--- config.mk ---
export PLATFORM = sky130hd
export DESIGN_NAME = ssbr_scale
export DESIGN_NICKNAME = d
export VERILOG_FILES = /design/src/hw/rtl/ssbr_pkg.sv /design/src/hw/rtl/ssbr_scale.sv
export SDC_FILE = /design/constraint.sdc
export NUM_CORES = 1
export LEC_CHECK = 0
export BUFFER_PORTS_ARGS = -buffer_cell sky130_fd_sc_hd__buf_2
export CAP_MARGIN = 20
export CORE_UTILIZATION = 50
export DETAILED_ROUTE_END_ITERATION = 10
export MAX_ROUTING_LAYER = met4
export PLACE_DENSITY = 0.67
export SYNTH_ARGS = -nofsm -noshare
export SYNTH_HDL_FRONTEND = slang
export SYNTH_SLANG_ARGS = --single-unit
--- constraint.sdc ---
create_clock -name clk -period 8.25 [get_ports clk]
set_input_delay 1.65 -clock clk [delete_from_list [all_inputs] [get_ports clk]]
set_output_delay 1.65 -clock clk [all_outputs]
set_load 0.1 [all_outputs]
--- src/hw/rtl/ssbr_pkg.sv ---
// Shared types and constants for the supersample box resolve block.
// Sample and pixel payload structs, channel sum type, reciprocal table.
// No dependencies.
package ssbr_pkg;

  localparam int NUM_CHAN    = 4;
  localparam int CHAN_W      = 8;
  localparam int SUM_W       = 12;
  localparam int FACTOR_W    = 3;
  localparam int OUT_WIDTH_W = 11;
  localparam int CFG_INDEX_W = 2;
  localparam int CFG_DATA_W  = 11;
  localparam int PIXEL_X_W   = 10;
  localparam int ROW_W       = 12;
  localparam int RECIP_SHIFT = 20;
  localparam int RECIP_W     = RECIP_SHIFT + 1;
  localparam int PROD_W      = SUM_W + RECIP_W;

  localparam logic [CFG_INDEX_W-1:0] REG_FACTOR    = 2'd0;
  localparam logic [CFG_INDEX_W-1:0] REG_OUT_WIDTH = 2'd1;

  localparam logic [FACTOR_W-1:0]    FACTOR_RESET    = 3'd1;
  localparam logic [OUT_WIDTH_W-1:0] OUT_WIDTH_RESET = 11'd640;

  typedef struct packed {
    logic              frame_start;
    logic [CHAN_W-1:0] red_in;
    logic [CHAN_W-1:0] green_in;
    logic [CHAN_W-1:0] blue_in;
    logic [CHAN_W-1:0] alpha_in;
  } sample_t;

  typedef struct packed {
    logic [CHAN_W-1:0]    red_out;
    logic [CHAN_W-1:0]    green_out;
    logic [CHAN_W-1:0]    blue_out;
    logic [CHAN_W-1:0]    alpha_out;
    logic [PIXEL_X_W-1:0] pixel_x;
    logic [ROW_W-1:0]     pixel_y;
  } pixel_t;

  // channel order: 3 red, 2 green, 1 blue, 0 alpha
  typedef logic [NUM_CHAN-1:0][SUM_W-1:0]  sums_t;
  typedef logic [NUM_CHAN-1:0][CHAN_W-1:0] chans_t;

  typedef struct packed {
    logic first;
    logic last;
  } box_pos_t;

  // ceil(2^20 / (f*f)); exact floor division for 12-bit sums and f up to 7
  function automatic logic [RECIP_W-1:0] recip_for(input logic [FACTOR_W-1:0] f);
    logic [RECIP_W-1:0] m;
    case (f)
      3'd2:    m = 21'd262144;
      3'd3:    m = 21'd116509;
      3'd4:    m = 21'd65536;
      3'd5:    m = 21'd41944;
      3'd6:    m = 21'd29128;
      3'd7:    m = 21'd21400;
      default: m = 21'd1048576;
    endcase
    return m;
  endfunction

endpackage

--- src/hw/rtl/ssbr_scale.sv ---
// Divide box sums by factor squared: reciprocal multiply, then shift and saturate
// into the output register. Depends on ssbr_pkg.
module ssbr_scale
  import ssbr_pkg::*;
#(
  parameter int AW = 10
) (
  input  logic                clk,
  input  logic                rst,
  input  logic                in_valid,
  output logic                in_ready,
  input  sums_t               sums,
  input  logic [AW-1:0]       col,
  input  logic [ROW_W-1:0]    row,
  input  logic [FACTOR_W-1:0] f_eff,
  output logic                out_valid,
  input  logic                out_stall,
  output pixel_t              out_data
);

  logic                                s2_valid;
  logic [NUM_CHAN-1:0][PROD_W-1:0]     s2_prod;
  logic [AW-1:0]                       s2_col;
  logic [ROW_W-1:0]                    s2_row;
  logic                                s2_adv;
  logic [RECIP_W-1:0]                  recip;
  chans_t                              quot;
  logic [PROD_W-RECIP_SHIFT-1:0]       q_full;

  assign recip    = recip_for(f_eff);
  assign s2_adv   = !out_valid || !out_stall;
  assign in_ready = !s2_valid || s2_adv;

  always_comb begin
    for (int ch = 0; ch < NUM_CHAN; ch++) begin
      q_full   = s2_prod[ch][PROD_W-1:RECIP_SHIFT];
      quot[ch] = (q_full > (PROD_W-RECIP_SHIFT)'(255)) ? 8'hFF : q_full[CHAN_W-1:0];
    end
  end

  always_ff @(posedge clk) begin
    if (rst) begin
      s2_valid  <= 1'b0;
      out_valid <= 1'b0;
    end else begin
      if (in_ready) begin
        s2_valid <= in_valid;
      end
      if (s2_adv) begin
        out_valid <= s2_valid;
      end
    end
  end

  always_ff @(posedge clk) begin
    if (in_ready && in_valid) begin
      for (int ch = 0; ch < NUM_CHAN; ch++) begin
        s2_prod[ch] <= PROD_W'(sums[ch]) * PROD_W'(recip);
      end
      s2_col <= col;
      s2_row <= row;
    end
    if (s2_adv && s2_valid) begin
      out_data.red_out   <= quot[3];
      out_data.green_out <= quot[2];
      out_data.blue_out  <= quot[1];
      out_data.alpha_out <= quot[0];
      out_data.pixel_x   <= PIXEL_X_W'(s2_col);
      out_data.pixel_y   <= s2_row;
    end
  end

endmodule

* After elaboration in Yosys (flattened, before gate mapping)
Index checks and enable logic that the tools add are counted.
Cells by class: $mul 4, order comparisons 4, equal/unequal tests 6, mux-type cells 1, reduce and logical (&&, ||, !) cells 7
Operator list (count):
- 12-bit by 21-bit multiplier with 33-bit output | 4
- 21-bit case mux with 6 select lines | 1
- 13-bit by 8-bit > comparator with 1-bit output, second input constant | 4
- 3-bit == test, second input constant | 4
- 3-bit by 2-bit == test with 1-bit output, second input constant | 2
- 1-bit logical NOT | 3
- 1-bit logical AND | 2
- 1-bit logical OR | 2
Word-level totals: bits in registers 210, word-level logic and storage cells 36

* Depth between registers and ports, before layout
depth in word-level cells 4, mapped depth 27, mapped depth without buffers 24

* Worst setup path after synthesis
No wires, ideal clock.
path type in2reg, from in f_eff[0], to reg s2_prod[64] in the netlist's numbering, data pin, setup time 0.260 ns, arrival time 7.209 ns, required time 7.990 ns, path slack 0.781 ns, cell stages on the path 24, path buffers 3, cells stage by stage clkbuf_1 -> nand2_1 -> or2_2 -> nand2_1 -> clkbuf_1 -> clkbuf_1 -> nand2_1 -> fa_1 -> fa_1 -> inv_1 -> fa_1 -> fa_1 -> inv_1 -> fa_1 -> inv_1 -> ha_1 -> a21oi_1 -> o21ai_0 -> o21bai_1 -> o21bai_2 -> a2111oi_4 -> nor3_2 -> a311oi_2 -> xnor2_1
On the way: word-level cells in the longest chain between the ends 3
RTL lines:
- start: declaration | RTL line ssbr_scale.sv:15 | input logic [FACTOR_W-1:0] f_eff,
- 3-bit == test / 3-bit by 2-bit == test with 1-bit output (equally long branches) | RTL line ssbr_pkg.sv:54 | case (f)
- 21-bit case mux with 6 select lines (*) | RTL line ssbr_pkg.sv:54
- 12-bit by 21-bit multiplier with 33-bit output (*) | RTL line ssbr_scale.sv:58 | s2_prod[ch] <= PROD_W'(sums[ch]) * PROD_W'(recip);
- end signal: indexed assignment | RTL line ssbr_scale.sv:58
- end: declaration | RTL line ssbr_scale.sv:22 | logic [NUM_CHAN-1:0][PROD_W-1:0] s2_prod;
Mark *: on every way between the ends. The rest lies on a longest branch, timed or not. A chain may end at the register's enable or synchronous reset.

* Worst setup path in the final report
from in f_eff[1], to reg s2_prod[62] in the netlist's numbering, data pin
Same word-level chain as after synthesis.

==> impl_metrics.json <==
{
  "synth_ff_type": "edfxtp_1",
  "leakage_nw": 16.8,
  "die_h_um": 241,
  "postRouteAntennaNets": 0,
  "place_inst": 3818,
  "outcome": "completed",
  "grtUsageMet3": 0.0473,
  "dr.first_iter.drc_count": 1036,
  "period_minus_slack_ps": 7350,
  "cts_tree": "done",
  "synth_cell_types": 67,
  "gr-usage-met2": 0.460,
  "io_pins": 133,
  "fill_cells": 5046,
  "cpMostUsedCell": "fa_1",
  "dieArea_um2": 58300,
  "synth_cells": 3000,
  "path_class": "input pin to flip-flop",
  "fin_cells": 3857,
  "crit_chain": "buf_2 > buf_4 > and2_1 > buf_12 > nand2_1 > nand2b_1 > inv_1 > fa_1 > fa_1 > inv_1 > fa_1 > fa_1 > inv_1 > fa_1 > inv_1 > ha_1 > a21oi_1 > o21a_1 > o21bai_1 > o21bai_2 > a2111oi_4 > o31ai_1 > a21oi_1 > xnor2_1",
  "r2r_end": "s2_prod[62]",
  "cp_max_fo": 29,
  "routed_wl_um": 72700,
  "use_met1": 0.343,
  "final_cell_mix": "inv_1, fa_1, ha_1",
  "final_nets": 4106,
  "r2r_cells": 3,
  "ff_latch_area_um2": 3880,
  "setup_tns_ps": 0,
  "yosysSeqAreaShare": 0.136,
  "cts.path.max_buffers": 2,
  "core-area_um2": 56500,
  "drv_slew": 0,
  "hpwl_um": 61800,
  "htreeDepth": 4,
  "skew_ps": 13.4,
  "hold_viol_final": 0,
  "track_usage": 0.273,
  "timing.rr.start": "out_valid",
  "cts_setup_buffers": 0,
  "port_buffers": 132,
  "place_congestion": 1.01,
  "die_width_um": 241,
  "start_util": 0.507,
  "reg2reg_slack_ps": 6340,
  "gr-total-overflow": 0,
  "worstHoldPathCells": 0,
  "core.rowCount": 87,
  "worstSkewPairLatency_ps": 460,
  "grt_pass1_vias": 22100,
  "cp.required_ps": 8470,
  "slowest_delay_ps": 510,
  "min_period_over_period": 0.891,
  "route.vias.total": 20100,
  "cts.sinks": 130,
  "grt_max_degree": 62,
  "syn_nets": 4025,
  "relSlewSlack": 0.450,
  "multi_input_area_um2": 21200,
  "crit_arrival_ps": 7560,
  "syn_area_um2": 28700,
  "max_cap_violations": 0,
  "cts-root-buf": "clkbuf_16",
  "hold_end": "out_data[18]",
  "numCtsBuffers": 17,
  "worst_slack_ps": 901,
  "hold_start": "s2_col[6]",
  "via_per_inst": 5.22,
  "whs_ps": 420,
  "grt.busiest_layer": "met2",
  "worst_pin_slew_ps": 825,
  "drc": 0,
  "async_flop_share": 0,
  "drive_above_1_share": 0.0753,
  "endpoint_kind": "flip-flop",
  "wl_per_cell_um": 18.8,
  "rsz0062_at_grt": "false",
  "final_common_cell": "inv_1",
  "antenna_found_initial": 7,
  "dpl_worst_slack_ps": 480,
  "avgSynthCellArea_um2": 9.55,
  "clkTransAtPathRegs_ps": 60,
  "drtPass1Iterations": 5,
  "synth_seq_cells": 130,
  "grt_pass1_wl_um": 118000,
  "ctsResizeCount": 0,
  "timing.fmax_mhz": 136,
  "area_growth_pct": 7.60,
  "vdd_drop_max_mv": 0.160,
  "synth-edff-count": 128,
  "powerDensity_nw_per_um2": 175,
  "startpoint_type": "input pin",
  "setup_violations": 0,
  "postCtsHoldBufs": 0,
  "ys_warn_count": 0,
  "cp_slowest_cell": "fa_1",
  "hold_path.class": "flip-flop to flip-flop"
}
==> power breakdown <==
part / internal, mW / total (mW) / switching [mW] / leakage [nW]
Sequential: 0.901 / 0.924 / 0.0228 / 1.18
Clock: 0.423 / 0.766 / 0.343 / 0.267
Combinational: 1.51 / 3.69 / 2.18 / 15.4
==> cell usage after synthesis (36+ instances only) <==
cell type / number / area (um^2)
or3_1: 36 / 225
fa_1: 518 / 10400
o21ai_0: 44 / 220
nor2_1: 80 / 300
and3_1: 84 / 526
clkbuf_1: 98 / 368
nand2_1: 233 / 875
and2_1: 195 / 1220
ha_1: 430 / 5380
a21oi_1: 55 / 275
inv_1: 872 / 3270
edfxtp_1: 128 / 3840
==> stage by stage <==
step                utilization  instance area, um^2  power [mW]
floorplan                     -                28700        3.65
global placement          0.535                30200        4.53
detailed placement        0.535                30200        4.64
CTS                       0.545                30800        5.45
global route              0.546                30800        6.00
finish                    0.546                30800        5.38
==> layout make-up <==
class / instances / area share
antenna: 7 / 0.000568
multi-input combinational: 1898 / 0.687
clock buffer: 17 / 0.0138
timing repair buffer: 162 / 0.0312
tap: 756 / 0.0307
sequential: 130 / 0.126
inverter: 872 / 0.106
clock inverter: 15 / 0.00483
==> flip-flops by register name, indices dropped and copies added (netlist names) <==
name	flops
out_data	54
s2_prod	39
q_full	13
s2_row	12
s2_col	10
out_valid	1
s2_valid	1
==> critical path: cells and delay by family <==
kind	cells	cell delay, ps
and+or+nand+nor	3	500
xor gates and xnor gates	1	80
buffers and inverters	7	1120
adders and majority gates	6	2720
AOI/OAI and AO/OA	7	1460
==> routing by layer <==
| metal | vias up | part of all wire |
|---|---|---|
| met2 | 617 | 0.49 |
| met4 | 0 | 0.019 |
| met3 | 96 | 0.060 |
| met1 | 10100 | 0.43 |
| met5 | - | 0 |
| li1 | 9262 | - |
==> how the worst max path moves through the flow <==
| stage | slack, ps | from | depth (start not counted) | end |
|---|---|---|---|---|
| after CTS | 960 | f_eff[1] | 24 | s2_prod[62] |
| after global routing | 540 | f_eff[1] | 23 | s2_prod[94] |
| after detailed placement | 480 | f_eff[1] | 24 | s2_prod[62] |
| after floorplan | 780 | f_eff[0] | 24 | s2_prod[64] |
| final | 900 | f_eff[1] | 24 | s2_prod[62] |
| after global placement | 510 | f_eff[1] | 22 | q_full[10] |
==> cells by family (layout without fill, tap and decap cells) <==
group | Yosys count | after routing | synth area share
DFF | 130 | 130 | 0.136
other | 0 | 7 | 0
and+or+nand+nor | 708 | 708 | 0.127
adders and majority gates | 948 | 948 | 0.550
xor gates and xnor gates | 48 | 48 | 0.0147
AOI/OAI and AO/OA | 193 | 193 | 0.0452
muxes | 1 | 1 | 0.000393
buffers and inverters | 972 | 1066 | 0.127
Note: power is estimated with default switching activity, not from simulation.
