File: src/hw/rtl/ssbr_pkg.sv
// Shared types and constants for the supersample box resolve block.
// Sample and pixel payload structs, channel sum type, reciprocal table.
// No dependencies.
package ssbr_pkg;

  localparam int NUM_CHAN    = 4;
  localparam int CHAN_W      = 8;
  localparam int SUM_W       = 12;
  localparam int FACTOR_W    = 3;
  localparam int OUT_WIDTH_W = 11;
  localparam int CFG_INDEX_W = 2;
  localparam int CFG_DATA_W  = 11;
  localparam int PIXEL_X_W   = 10;
  localparam int ROW_W       = 12;
  localparam int RECIP_SHIFT = 20;
  localparam int RECIP_W     = RECIP_SHIFT + 1;
  localparam int PROD_W      = SUM_W + RECIP_W;

  localparam logic [CFG_INDEX_W-1:0] REG_FACTOR    = 2'd0;
  localparam logic [CFG_INDEX_W-1:0] REG_OUT_WIDTH = 2'd1;

  localparam logic [FACTOR_W-1:0]    FACTOR_RESET    = 3'd1;
  localparam logic [OUT_WIDTH_W-1:0] OUT_WIDTH_RESET = 11'd640;

  typedef struct packed {
    logic              frame_start;
    logic [CHAN_W-1:0] red_in;
    logic [CHAN_W-1:0] green_in;
    logic [CHAN_W-1:0] blue_in;
    logic [CHAN_W-1:0] alpha_in;
  } sample_t;

  typedef struct packed {
    logic [CHAN_W-1:0]    red_out;
    logic [CHAN_W-1:0]    green_out;
    logic [CHAN_W-1:0]    blue_out;
    logic [CHAN_W-1:0]    alpha_out;
    logic [PIXEL_X_W-1:0] pixel_x;
    logic [ROW_W-1:0]     pixel_y;
  } pixel_t;

  // channel order: 3 red, 2 green, 1 blue, 0 alpha
  typedef logic [NUM_CHAN-1:0][SUM_W-1:0]  sums_t;
  typedef logic [NUM_CHAN-1:0][CHAN_W-1:0] chans_t;

  typedef struct packed {
    logic first;
    logic last;
  } box_pos_t;

  // ceil(2^20 / (f*f)); exact floor division for 12-bit sums and f up to 7
  function automatic logic [RECIP_W-1:0] recip_for(input logic [FACTOR_W-1:0] f);
    logic [RECIP_W-1:0] m;
    case (f)
      3'd2:    m = 21'd262144;
      3'd3:    m = 21'd116509;
      3'd4:    m = 21'd65536;
      3'd5:    m = 21'd41944;
      3'd6:    m = 21'd29128;
      3'd7:    m = 21'd21400;
      default: m = 21'd1048576;
    endcase
    return m;
  endfunction

endpackage

File: src/hw/rtl/ssbr_pos_ctrl.sv
// Position counters: place in the box, output column and output row.
// Depends on ssbr_pkg.
module ssbr_pos_ctrl
  import ssbr_pkg::*;
#(
  parameter int MAX_WIDTH  = 1024,
  parameter int MAX_FACTOR = 4,
  parameter int AW         = 10
) (
  input  logic                clk,
  input  logic                rst,
  input  logic                accept,
  input  logic                frame_start,
  input  logic [FACTOR_W-1:0] factor,
  input  logic [OUT_WIDTH_W-1:0] out_width,
  output logic [AW-1:0]       col,
  output logic [ROW_W-1:0]    row,
  output box_pos_t            pos
);

  localparam int SW  = (MAX_FACTOR > 1) ? $clog2(MAX_FACTOR) : 1;
  localparam int FCW = 4;
  localparam int WCW = AW + 1;
  localparam int OWW = 13;

  logic [SW-1:0]    sub_column, sub_column_next;
  logic [SW-1:0]    sub_row, sub_row_next;
  logic [AW-1:0]    out_column, out_column_next;
  logic [ROW_W-1:0] out_row, out_row_next;

  logic [FCW-1:0] f_eff;
  logic [WCW-1:0] w_eff;
  logic [OWW-1:0] ow_ext;
  logic [SW-1:0]  sc, sr;
  logic           col_wrap, row_wrap, line_wrap;

  always_comb begin
    if (factor == '0) begin
      f_eff = FCW'(1);
    end else if (FCW'(factor) > FCW'(MAX_FACTOR)) begin
      f_eff = FCW'(MAX_FACTOR);
    end else begin
      f_eff = FCW'(factor);
    end
    ow_ext = OWW'(out_width);
    if (ow_ext == '0) begin
      w_eff = WCW'(1);
    end else if (ow_ext > OWW'(MAX_WIDTH)) begin
      w_eff = WCW'(MAX_WIDTH);
    end else begin
      w_eff = WCW'(ow_ext);
    end
  end

  // frame_start clears the counters before this sample is placed
  always_comb begin
    sc  = frame_start ? '0 : sub_column;
    sr  = frame_start ? '0 : sub_row;
    col = frame_start ? '0 : out_column;
    row = frame_start ? '0 : out_row;

    col_wrap  = (FCW'(sc) + FCW'(1)) >= f_eff;
    row_wrap  = (FCW'(sr) + FCW'(1)) >= f_eff;
    line_wrap = (WCW'(col) + WCW'(1)) >= w_eff;

    pos.first = (sc == '0) && (sr == '0);
    pos.last  = col_wrap && row_wrap;

    sub_column_next = sc;
    sub_row_next    = sr;
    out_column_next = col;
    out_row_next    = row;
    if (col_wrap) begin
      sub_column_next = '0;
      if (line_wrap) begin
        out_column_next = '0;
        if (row_wrap) begin
          sub_row_next = '0;
          out_row_next = row + ROW_W'(1);
        end else begin
          sub_row_next = sr + SW'(1);
        end
      end else begin
        out_column_next = col + AW'(1);
      end
    end else begin
      sub_column_next = sc + SW'(1);
    end
  end

  always_ff @(posedge clk) begin
    if (rst) begin
      sub_column <= '0;
      sub_row    <= '0;
      out_column <= '0;
      out_row    <= '0;
    end else if (accept) begin
      sub_column <= sub_column_next;
      sub_row    <= sub_row_next;
      out_column <= out_column_next;
      out_row    <= out_row_next;
    end
  end

endmodule

File: config.mk
export PLATFORM = sky130hd
export DESIGN_NAME = ssbr_pos_ctrl
export DESIGN_NICKNAME = d
export VERILOG_FILES = /design/src/hw/rtl/ssbr_pkg.sv /design/src/hw/rtl/ssbr_pos_ctrl.sv
export SDC_FILE = /design/constraint.sdc
export NUM_CORES = 1
export LEC_CHECK = 0
export ABC_AREA = 1
export BUFFER_PORTS_ARGS = -buffer_cell sky130_fd_sc_hd__buf_2
export CORE_ASPECT_RATIO = 0.75
export CORE_UTILIZATION = 61
export DETAILED_ROUTE_END_ITERATION = 7
export PLACE_DENSITY = 0.86
export SETUP_SLACK_MARGIN = 0.5
export SYNTH_ARGS = -nofsm -noshare
export SYNTH_HDL_FRONTEND = slang
export SYNTH_SLANG_ARGS = --single-unit
File: constraint.sdc
create_clock -name clk -period 7.5 [get_ports clk]
set_input_delay 1.125 -clock clk [delete_from_list [all_inputs] [get_ports clk]]
set_output_delay 1.125 -clock clk [all_outputs]
set_load 0.005 [all_outputs]
## Yosys cells after proc, flatten, opt, wreduce, memory -nomap -nowiden

Cells that the tools add are included.

| word-level totals | value |
|---|---|
| input port bits | 18 |
| register bits | 26 |
| output and inout port bits | 24 |

| cells by class | value |
|---|---|
| magnitude comparators | 5 |
| add/subtract/negate cells | 7 |
| muxes and demuxes | 17 |
| reduce and logical (&&, ||, !) cells | 6 |

Operators with widths:

| cell | number |
|---|---|
| $mux W12 | 4 |
| $mux W10 | 3 |
| $mux W11 | 2 |
| $add A12 B1 Y12 const B | 1 |
| $mux W2 | 6 |
| $add A10 B1 Y11 const B | 1 |
| $ge A11 B11 Y1 | 1 |
| $gt A11 B11 Y1 const B | 1 |
| $logic_not A11 Y1 | 1 |
| $add A10 B1 Y10 const B | 1 |
| $ge A3 B4 Y1 | 2 |
| $add A2 B1 Y3 const B | 2 |
| $mux W3 | 2 |
| $add A2 B1 Y2 const B | 2 |
| $logic_not A2 Y1 | 2 |
| $gt A3 B3 Y1 const B | 1 |
| $logic_not A3 Y1 | 1 |
| $logic_and A1 B1 Y1 | 2 |

## Depth between registers and ports, before layout

Gate-level depths: netlist of run 1.

| logic depth | value |
|---|---|
| word-level depth | 7 |
| gate-level depth with buffers | 21 |
| depth with buffers taken out | 21 |

## Least setup slack after synthesis of run 1

No wires, ideal clock.

| path | value |
|---|---|
| kind | in2out |
| start point | input frame_start |
| end point | output pos[0] (netlist bit) |
| data required time | 6375 ps |
| buffers on the path | 2 |
| slack | 3636 ps |
| data arrival time | 2739 ps |
| stages | 12 |
| cell sequence | buf_6 buf_4 nor2_1 inv_1 ha_1 ha_1 inv_1 o21bai_1 nand2_1 nand3_2 nand2_1 inv_1 |

RTL lines:

| what | line | RTL |
|---|---|---|
| start, declared | ssbr_pos_ctrl.sv:13 | `input logic frame_start,` |
| end, declared | ssbr_pos_ctrl.sv:18 | `output box_pos_t pos` |

==> results of run 1 <==
per-layer routing:
layer | vias up | routed length (um) | track usage (%)
li1 | 1230 | - | -
met1 | 1052 | 2690 | 42.2
met2 | 74 | 2280 | 43.1
met3 | 7 | 320 | 3.83
met4 | 0 | 61 | 5.49
met5 | - | 0 | 0
flip-flops by register name, summed over array words and instances, names as in the netlist:
register / count
sub_row: 2
out_column: 10
out_row: 12
sub_column: 2
power breakdown:
group	internal, mW	total [mW]	switching (mW)
Clock	0.0715	0.119	0.0472
Combinational	0.0278	0.0823	0.0545
Sequential	0.143	0.146	0.00302
logic make-up after synthesis:
logic type	count (synthesis)	share of synthesized area, %
adder cells (fa/ha/maj)	23	12.4
AND/OR/NAND/NOR	180	35.3
XOR/XNOR	9	4.03
AO/OA/AOI/OAI	51	12.3
flip-flops	26	22.4
buffers and inverters	76	13.6
critical path, cell delays in order:
cell      delay [ns]
buf_2           0.47
inv_2           0.19
nand2_1         0.16
ha_1            0.27
ha_1            0.31
inv_1           0.04
o21bai_1        0.11
nand2_1         0.07
nand3_1         0.13
nand2_1         0.15
inv_1           0.13
buf_2           0.12
stage by stage:
stage	utilization [%]	worst slack (ns)	hold WS, ns
floorplan	-	3.64	0.439
global placement	69.5	3.19	0.454
detailed placement	69.5	3.10	0.457
CTS	71.5	3.12	0.476
global route	71.5	2.93	0.488
finish	71.5	3.09	0.482
area by class of cell:
class	instances	area, um^2	share of cell area [%]
multi-input combinational	263	1490	56.9
sequential	26	520	19.9
inverter	67	265	10.1
timing repair buffer	41	205	7.84
tap	52	65.1	2.49
clock buffer	3	41.3	1.58
clock inverter	1	30.0	1.15
placed cells by master (no fill, tap or decap):
| cell type | instances |
|---|---|
| nand2_1 | 90 |
| inv_1 | 60 |
| nor2_1 | 43 |
| buf_2 | 41 |
| dfxtp_1 | 26 |
| nand3_1 | 23 |
| ha_1 | 23 |
| o21ai_0 | 19 |
| a21oi_1 | 15 |
| a31oi_1 | 8 |
| nand2_2 | 6 |
| nor2_4 | 5 |
| inv_2 | 5 |
| xnor2_1 | 4 |
| o21ai_1 | 4 |
| nor3_2 | 3 |
| xor2_1 | 3 |
| o21bai_1 | 3 |
| clkbuf_8 | 3 |
| nor4_1 | 2 |
| nand3_2 | 2 |
| nand4_1 | 2 |
| bufinv_8 | 1 |
| nor2_2 | 1 |
| xnor2_2 | 1 |
| nor3_1 | 1 |
| nand3b_4 | 1 |
| xor2_2 | 1 |
| clkinv_1 | 1 |
| a21oi_4 | 1 |
| nor3b_1 | 1 |
| o211ai_1 | 1 |
| bufinv_16 | 1 |
final timing paths:
path,from,endpoint
worst max register to register,out_column[0],out_row[10]
worst min-delay path,out_row[1],out_row[1]
worst min register to register,out_row[1],out_row[1]
worst max-delay path,frame_start,pos[0]
==> key figures, run 1 <==
Final layout
  • Finished Cell Area: 0.00262 mm^2
  • Area growth, synth to finish: 12.4%
  • Layout Cells excl Fill: 453
  • Fillers: 320
  • Final nets: 443
  • Share of cells above drive strength 1: 18.0%
  • ANT cells: 0

Placement
  • Routability congestion estimate: 0.857
  • Port Buf Inserts: 41
  • DP HPWL: 4160 um
  • Placed cell count: 449
  • Post-DP Area: 0.00255 mm^2

Timing
  • Slew @ Worst Pin: 0.593 ns
  • Tmin final: 4.41 ns
  • Fin. Hold Viols: 0
  • Setup TNS: 0 ns
  • Max Fclk: 227 MHz
  • Clk_skew: 0.00742 ns
  • Max Slew Vio Count: 0
  • Final setup vio count: 0
  • Final worst path period share: 58.8%
  • RSZ-0062 raised after global routing: false
  • Rel. slew slack: 60.5%

Detailed routing
  • Drt drc: 2
  • WL/cell: 11.8 um
  • Initial drt markers: 155
  • Via/cell ratio: 5.22
  • Vias: 2363
  • Total iterations of the first detailed-routing run: 7
  • Total Wirelength: 5350 um
  • Antenna viol nets, final: 0

Synthesis
  • Synth Register Bits: 26
  • Post-synth EDFFs: 0
  • Post-synth top area share: 22.4%
  • Most instantiated cells after synthesis: nand2_1, inv_1, nor2_1
  • Syn Nets: 406
  • Netlist cell types: 35
  • Post-Syn Instances: 365
  • Primary FF master, synth: dfxtp_1
  • Synth Warn #: 0
  • Syn Std Cell Area: 0.00233 mm^2
  • Most common cell in the netlist: nand2_1
  • Post-synth ARST share: 0%
  • Synth area leaders: dfxtp_1, nand2_1, ha_1, inv_1, nor2_1
  • Leading area contributor after synthesis: dfxtp_1
  • Mean post-synth cell area: 6.38 um^2
  • Sequential share of the synthesized area: 22.4%

Worst setup path
  • Startpoint Class: input pin
  • Reg2reg setup slack: 4.41 ns
  • R2R cell count: 20
  • Req. time, crit path: 6.38 ns
  • Max Fanout on Critical Path: 23
  • Critical path class: in -> out
  • CP arrival: 3.29 ns
  • Setup crit end kind: output pin

Clocking
  • Worst-path clk slew: 0.10 ns
  • Cts repair resizes: 0
  • Worst skew pair latency: 0.28 ns
  • CTS Buf Count: 3
  • Clock sink count: 26
  • Hold buffer count at CTS: 0
  • Post-CTS Setup Inserts: 0
  • Clock Tree Root: clkbuf_8
  • Htree depth: 1
  • Clk buf depth: 2
  • CTS tree: yes

Power
  • Worst VDD drop: 0.000120 V
  • PwrDens: 133 mW/mm^2
  • P_leak: 1.35 nW
  • Tot Pwr: 0.347 mW

Global routing
  • Global-route wire length before repair: 9050 um
  • Remaining Overflow, GRT: 0
  • Gr usage total: 28.1%
  • Initial antenna violation count: 0
  • Vias in the first global route: 2102
  • Largest net degree at the start of global routing: 35

Die
  • Die Y: 55.5 um
  • Core Area: 0.00366 mm^2
  • Initial core utilization: 63.6%
  • Die span in x: 73.3 um
  • Cell row count: 19
  • Die area: 0.00407 mm^2
  • I/O Pins: 42

Hold path
  • Depth of the worst hold-timing path: 2
  • Hold WC Path Type: reg -> reg

Run status
  • Status: finished with violations
  • Failing checks: design-rule violations

Flow run
  • # Max-Cap Violations: 0
(Power assumes the default switching activity.)
==> run 2, diff against run 1 <==
--- a/config.mk
+++ b/config.mk
@@ -8,9 +8,9 @@
 export ABC_AREA = 1
 export BUFFER_PORTS_ARGS = -buffer_cell sky130_fd_sc_hd__buf_2
 export CORE_ASPECT_RATIO = 0.75
-export CORE_UTILIZATION = 61
+export CORE_UTILIZATION = 56
 export DETAILED_ROUTE_END_ITERATION = 7
-export PLACE_DENSITY = 0.86
+export PLACE_DENSITY = 0.8
 export SETUP_SLACK_MARGIN = 0.5
 export SYNTH_ARGS = -nofsm -noshare
 export SYNTH_HDL_FRONTEND = slang
==> constraint.sdc (replaced) <==
create_clock -name clk -period 4.2 [get_ports clk]
set_input_delay 0.63 -clock clk [delete_from_list [all_inputs] [get_ports clk]]
set_output_delay 0.63 -clock clk [all_outputs]
set_load 0.005 [all_outputs]
==> key figures, run 2 (synthesized netlist as in run 1, its figures left out) <==
Final layout
  • Layout Cells excl Fill: 454 (was 453)
  • ANT cells: 0 (unchanged)
  • Final nets: 444 (was 443)
  • Biggest regs: out_row (12), out_column (10) (unchanged)
  • Share of cells above drive strength 1: 18.9% (was 18.0%)
  • Max FFs per register: 12 (unchanged)
  • Area growth, synth to finish: 12.5% (was 12.4%)
  • Largest reg by FF count: out_row (unchanged)
  • Finished Cell Area: 0.00262 mm^2 (about the same)
  • Fillers: 345 (was 320)
  • Most common cell after layout, fill and taps aside: nand2_1 (unchanged)
  • Most frequent cells in the layout: nand2_1, inv_1, buf_2, nor2_1, dfxtp_1 (was nand2_1, inv_1, nor2_1, buf_2, dfxtp_1)

Global routing
  • M2 GR Usage: 43.6% (was 43.1%)
  • Routing usage on met1: 39.7% (was 42.2%)
  • Vias in the first global route: 2210 (was 2102)
  • Initial antenna violation count: 0 (unchanged)
  • Largest net degree at the start of global routing: 35 (unchanged)
  • Met3 GRT Util: 3.94% (was 3.83%)
  • Remaining Overflow, GRT: 0 (unchanged)
  • GR peak layer: met2 (unchanged)
  • Global-route wire length before repair: 9690 um (was 9050 um)
  • Gr usage total: 27.0% (was 28.1%)

Worst setup path
  • CP arrival: 3.53 ns (was 3.29 ns)
  • CP top delay family: simple AND/OR/NAND/NOR gates (was buffers and inverters)
  • Critical path's slowest cell: ha_1 (was buf_2)
  • Worst Setup SP: frame_start (unchanged)
  • Largest stage delay on the critical path: 0.31 ns (was 0.47 ns)
  • FF-to-FF Start: out_column[0] (unchanged)
  • Req. time, crit path: 4.41 ns (was 6.38 ns)
  • Critical path, cell by cell: buf_2 > inv_4 > nand2_1 > bufinv_8 > ha_1 > nand2_1 > nor2_2 > nand4_1 > xor2_1 > ha_1 > nand2_1 > nand2_1 > nand3_1 > nand2_1 > nor2_2 > nand2_2 > nor2_4 > nand2_1 > a31oi_1 (was buf_2 > inv_2 > nand2_1 > ha_1 > ha_1 > inv_1 > o21bai_1 > nand2_1 > nand3_1 > nand2_1 > inv_1 > buf_2)
  • Worst path most repeated cell: nand2_1 (unchanged)
  • Max Fanout on Critical Path: 11 (was 23)
  • Critical path class: in -> reg (was in -> out)
  • Startpoint Class: input pin (unchanged)
  • Setup crit end kind: register (was output pin)
  • Buffers & Inverters on Critical Path: 3 (was 5)

Die
  • Cell row count: 19 (unchanged)
  • Initial core utilization: 60.8% (was 63.6%)
  • Die Y: 57.8 um (was 55.5 um)
  • I/O Pins: 42 (unchanged)
  • Die span in x: 76.5 um (was 73.3 um)
  • Core Area: 0.00383 mm^2 (was 0.00366 mm^2)
  • Die area: 0.00442 mm^2 (was 0.00407 mm^2)

Timing
  • Final setup vio count: 0 (unchanged)
  • RSZ-0062 raised after global routing: false (unchanged)
  • Max Slew Vio Count: 0 (unchanged)
  • Fin. Hold Viols: 0 (unchanged)
  • Tmin final: 3.32 ns
  • Clk_skew: 0.00362 ns (was 0.00742 ns)
  • Setup TNS: 0 ns (unchanged)
  • Max Fclk: 301 MHz
  • Rel. slew slack: 58.6% (was 60.5%)
  • WHS: 0.472 ns (was 0.482 ns)
  • Slew @ Worst Pin: 0.621 ns (was 0.593 ns)
  • Final worst path period share: 79.1%

Placement
  • Placed cell count: 450 (was 449)
  • Routability congestion estimate: 0.886 (was 0.857)
  • Port Buf Inserts: 41 (unchanged)
  • Post-DP Area: 0.00255 mm^2 (about the same)
  • DP HPWL: 4340 um (was 4160 um)

Hold path
  • Hold WC Path Type: reg -> reg (unchanged)
  • HP Start: sub_row[0] (was out_row[1])

Clocking
  • Clk buf depth: 2 (unchanged)
  • Cts repair resizes: 0 (unchanged)
  • CTS Buf Count: 3 (unchanged)
  • Worst-path clk slew: 0.10 ns (about the same)
  • Post-CTS Setup Inserts: 0 (unchanged)
  • Clock sink count: 26 (unchanged)
  • Htree depth: 1 (unchanged)
  • Hold buffer count at CTS: 0 (unchanged)
  • Clock Tree Root: clkbuf_8 (unchanged)
  • CTS tree: yes (unchanged)
  • Worst skew pair latency: 0.28 ns (about the same)

Detailed routing
  • Vias: 2332 (was 2363)
  • WL/cell: 12.2 um (was 11.8 um)
  • Antenna viol nets, final: 0 (unchanged)
  • Drt drc: 0 (was 2)
  • Via/cell ratio: 5.14 (was 5.22)
  • Initial drt markers: 154 (was 155)
  • Total Wirelength: 5530 um (was 5350 um)
  • Total iterations of the first detailed-routing run: 4 (was 7)

Run status
  • Status: complete, no violations (was finished with violations)

Flow run
  • # Max-Cap Violations: 0 (unchanged)

Power
  • P_leak: 1.35 nW (about the same)
  • Worst VDD drop: 0.000144 V (was 0.000120 V)
  • PwrDens: 221 mW/mm^2 (was 133 mW/mm^2)
[run 2: cell count changes in the layout (fill, tap and decap cells not counted), sizes merged]
cell    before  now
buf         41   42
clkbuf       3    4
bufinv       2    1
[run 2: worst register-to-register path: stages (launching register included)]
cell and delay, ns:
dfxtp_1 0.34, nand2_1 0.08, bufinv_8 0.22, ha_1 0.18, nand2_1 0.07, nor2_2 0.14
nand4_1 0.18, xor2_1 0.21, ha_1 0.31, nand2_1 0.07, nand2_1 0.05, nand3_1 0.06
nand2_1 0.09, nor2_2 0.22, nand2_2 0.15, nor2_4 0.27, nand2_1 0.11, a31oi_1 0.13
[run 2: where the power goes]
| part | total (mW) | internal (mW) | switching (mW) |
|---|---|---|---|
| Combinational | 0.150 | 0.0502 | 0.0997 |
| Clock | 0.169 | 0.0840 | 0.0852 |
| Sequential | 0.260 | 0.255 | 0.00500 |
[run 2: final cells by class]
class                           count  area (um^2)  area share [%]
Multi-Input combinational cell    263         1500            57.2
Sequential cell                    26          520            19.9
Inverter                           67          268            10.2
Timing Repair Buffer               42          213            8.12
Tap cell                           52         65.1            2.48
Clock buffer                        4         55.1            2.10
[run 2: path summary, 6_finish.rpt]
kind | cells past startpoint | slack [ns] | endpoint
worst max register to register | 17 | 1.27 | out_column[6]
worst max-delay path | 19 | 0.88 | out_column[6]
worst min-delay path | 2 | 0.47 | sub_row[0]
worst min register to register | 2 | 0.47 | sub_row[0]
[run 2: metal layers]
layer / part of all wire, % / routed length [um]
met1: 52 / 2860
met2: 43 / 2390
met3: 5.1 / 282
met4: 0 / 0
met5: 0 / 0
[run 2: through the flow]
step | worst slack (ns) | total power, mW | util, %
final | 0.878 | 0.580 | 68.4
after global routing | 0.571 | 0.613 | 68.4
after CTS | 0.718 | 0.580 | 68.2
after detailed placement | 0.432 | 0.413 | 66.7
after global placement | 0.535 | 0.410 | 66.7
after floorplan | 1.17 | 0.371 | -
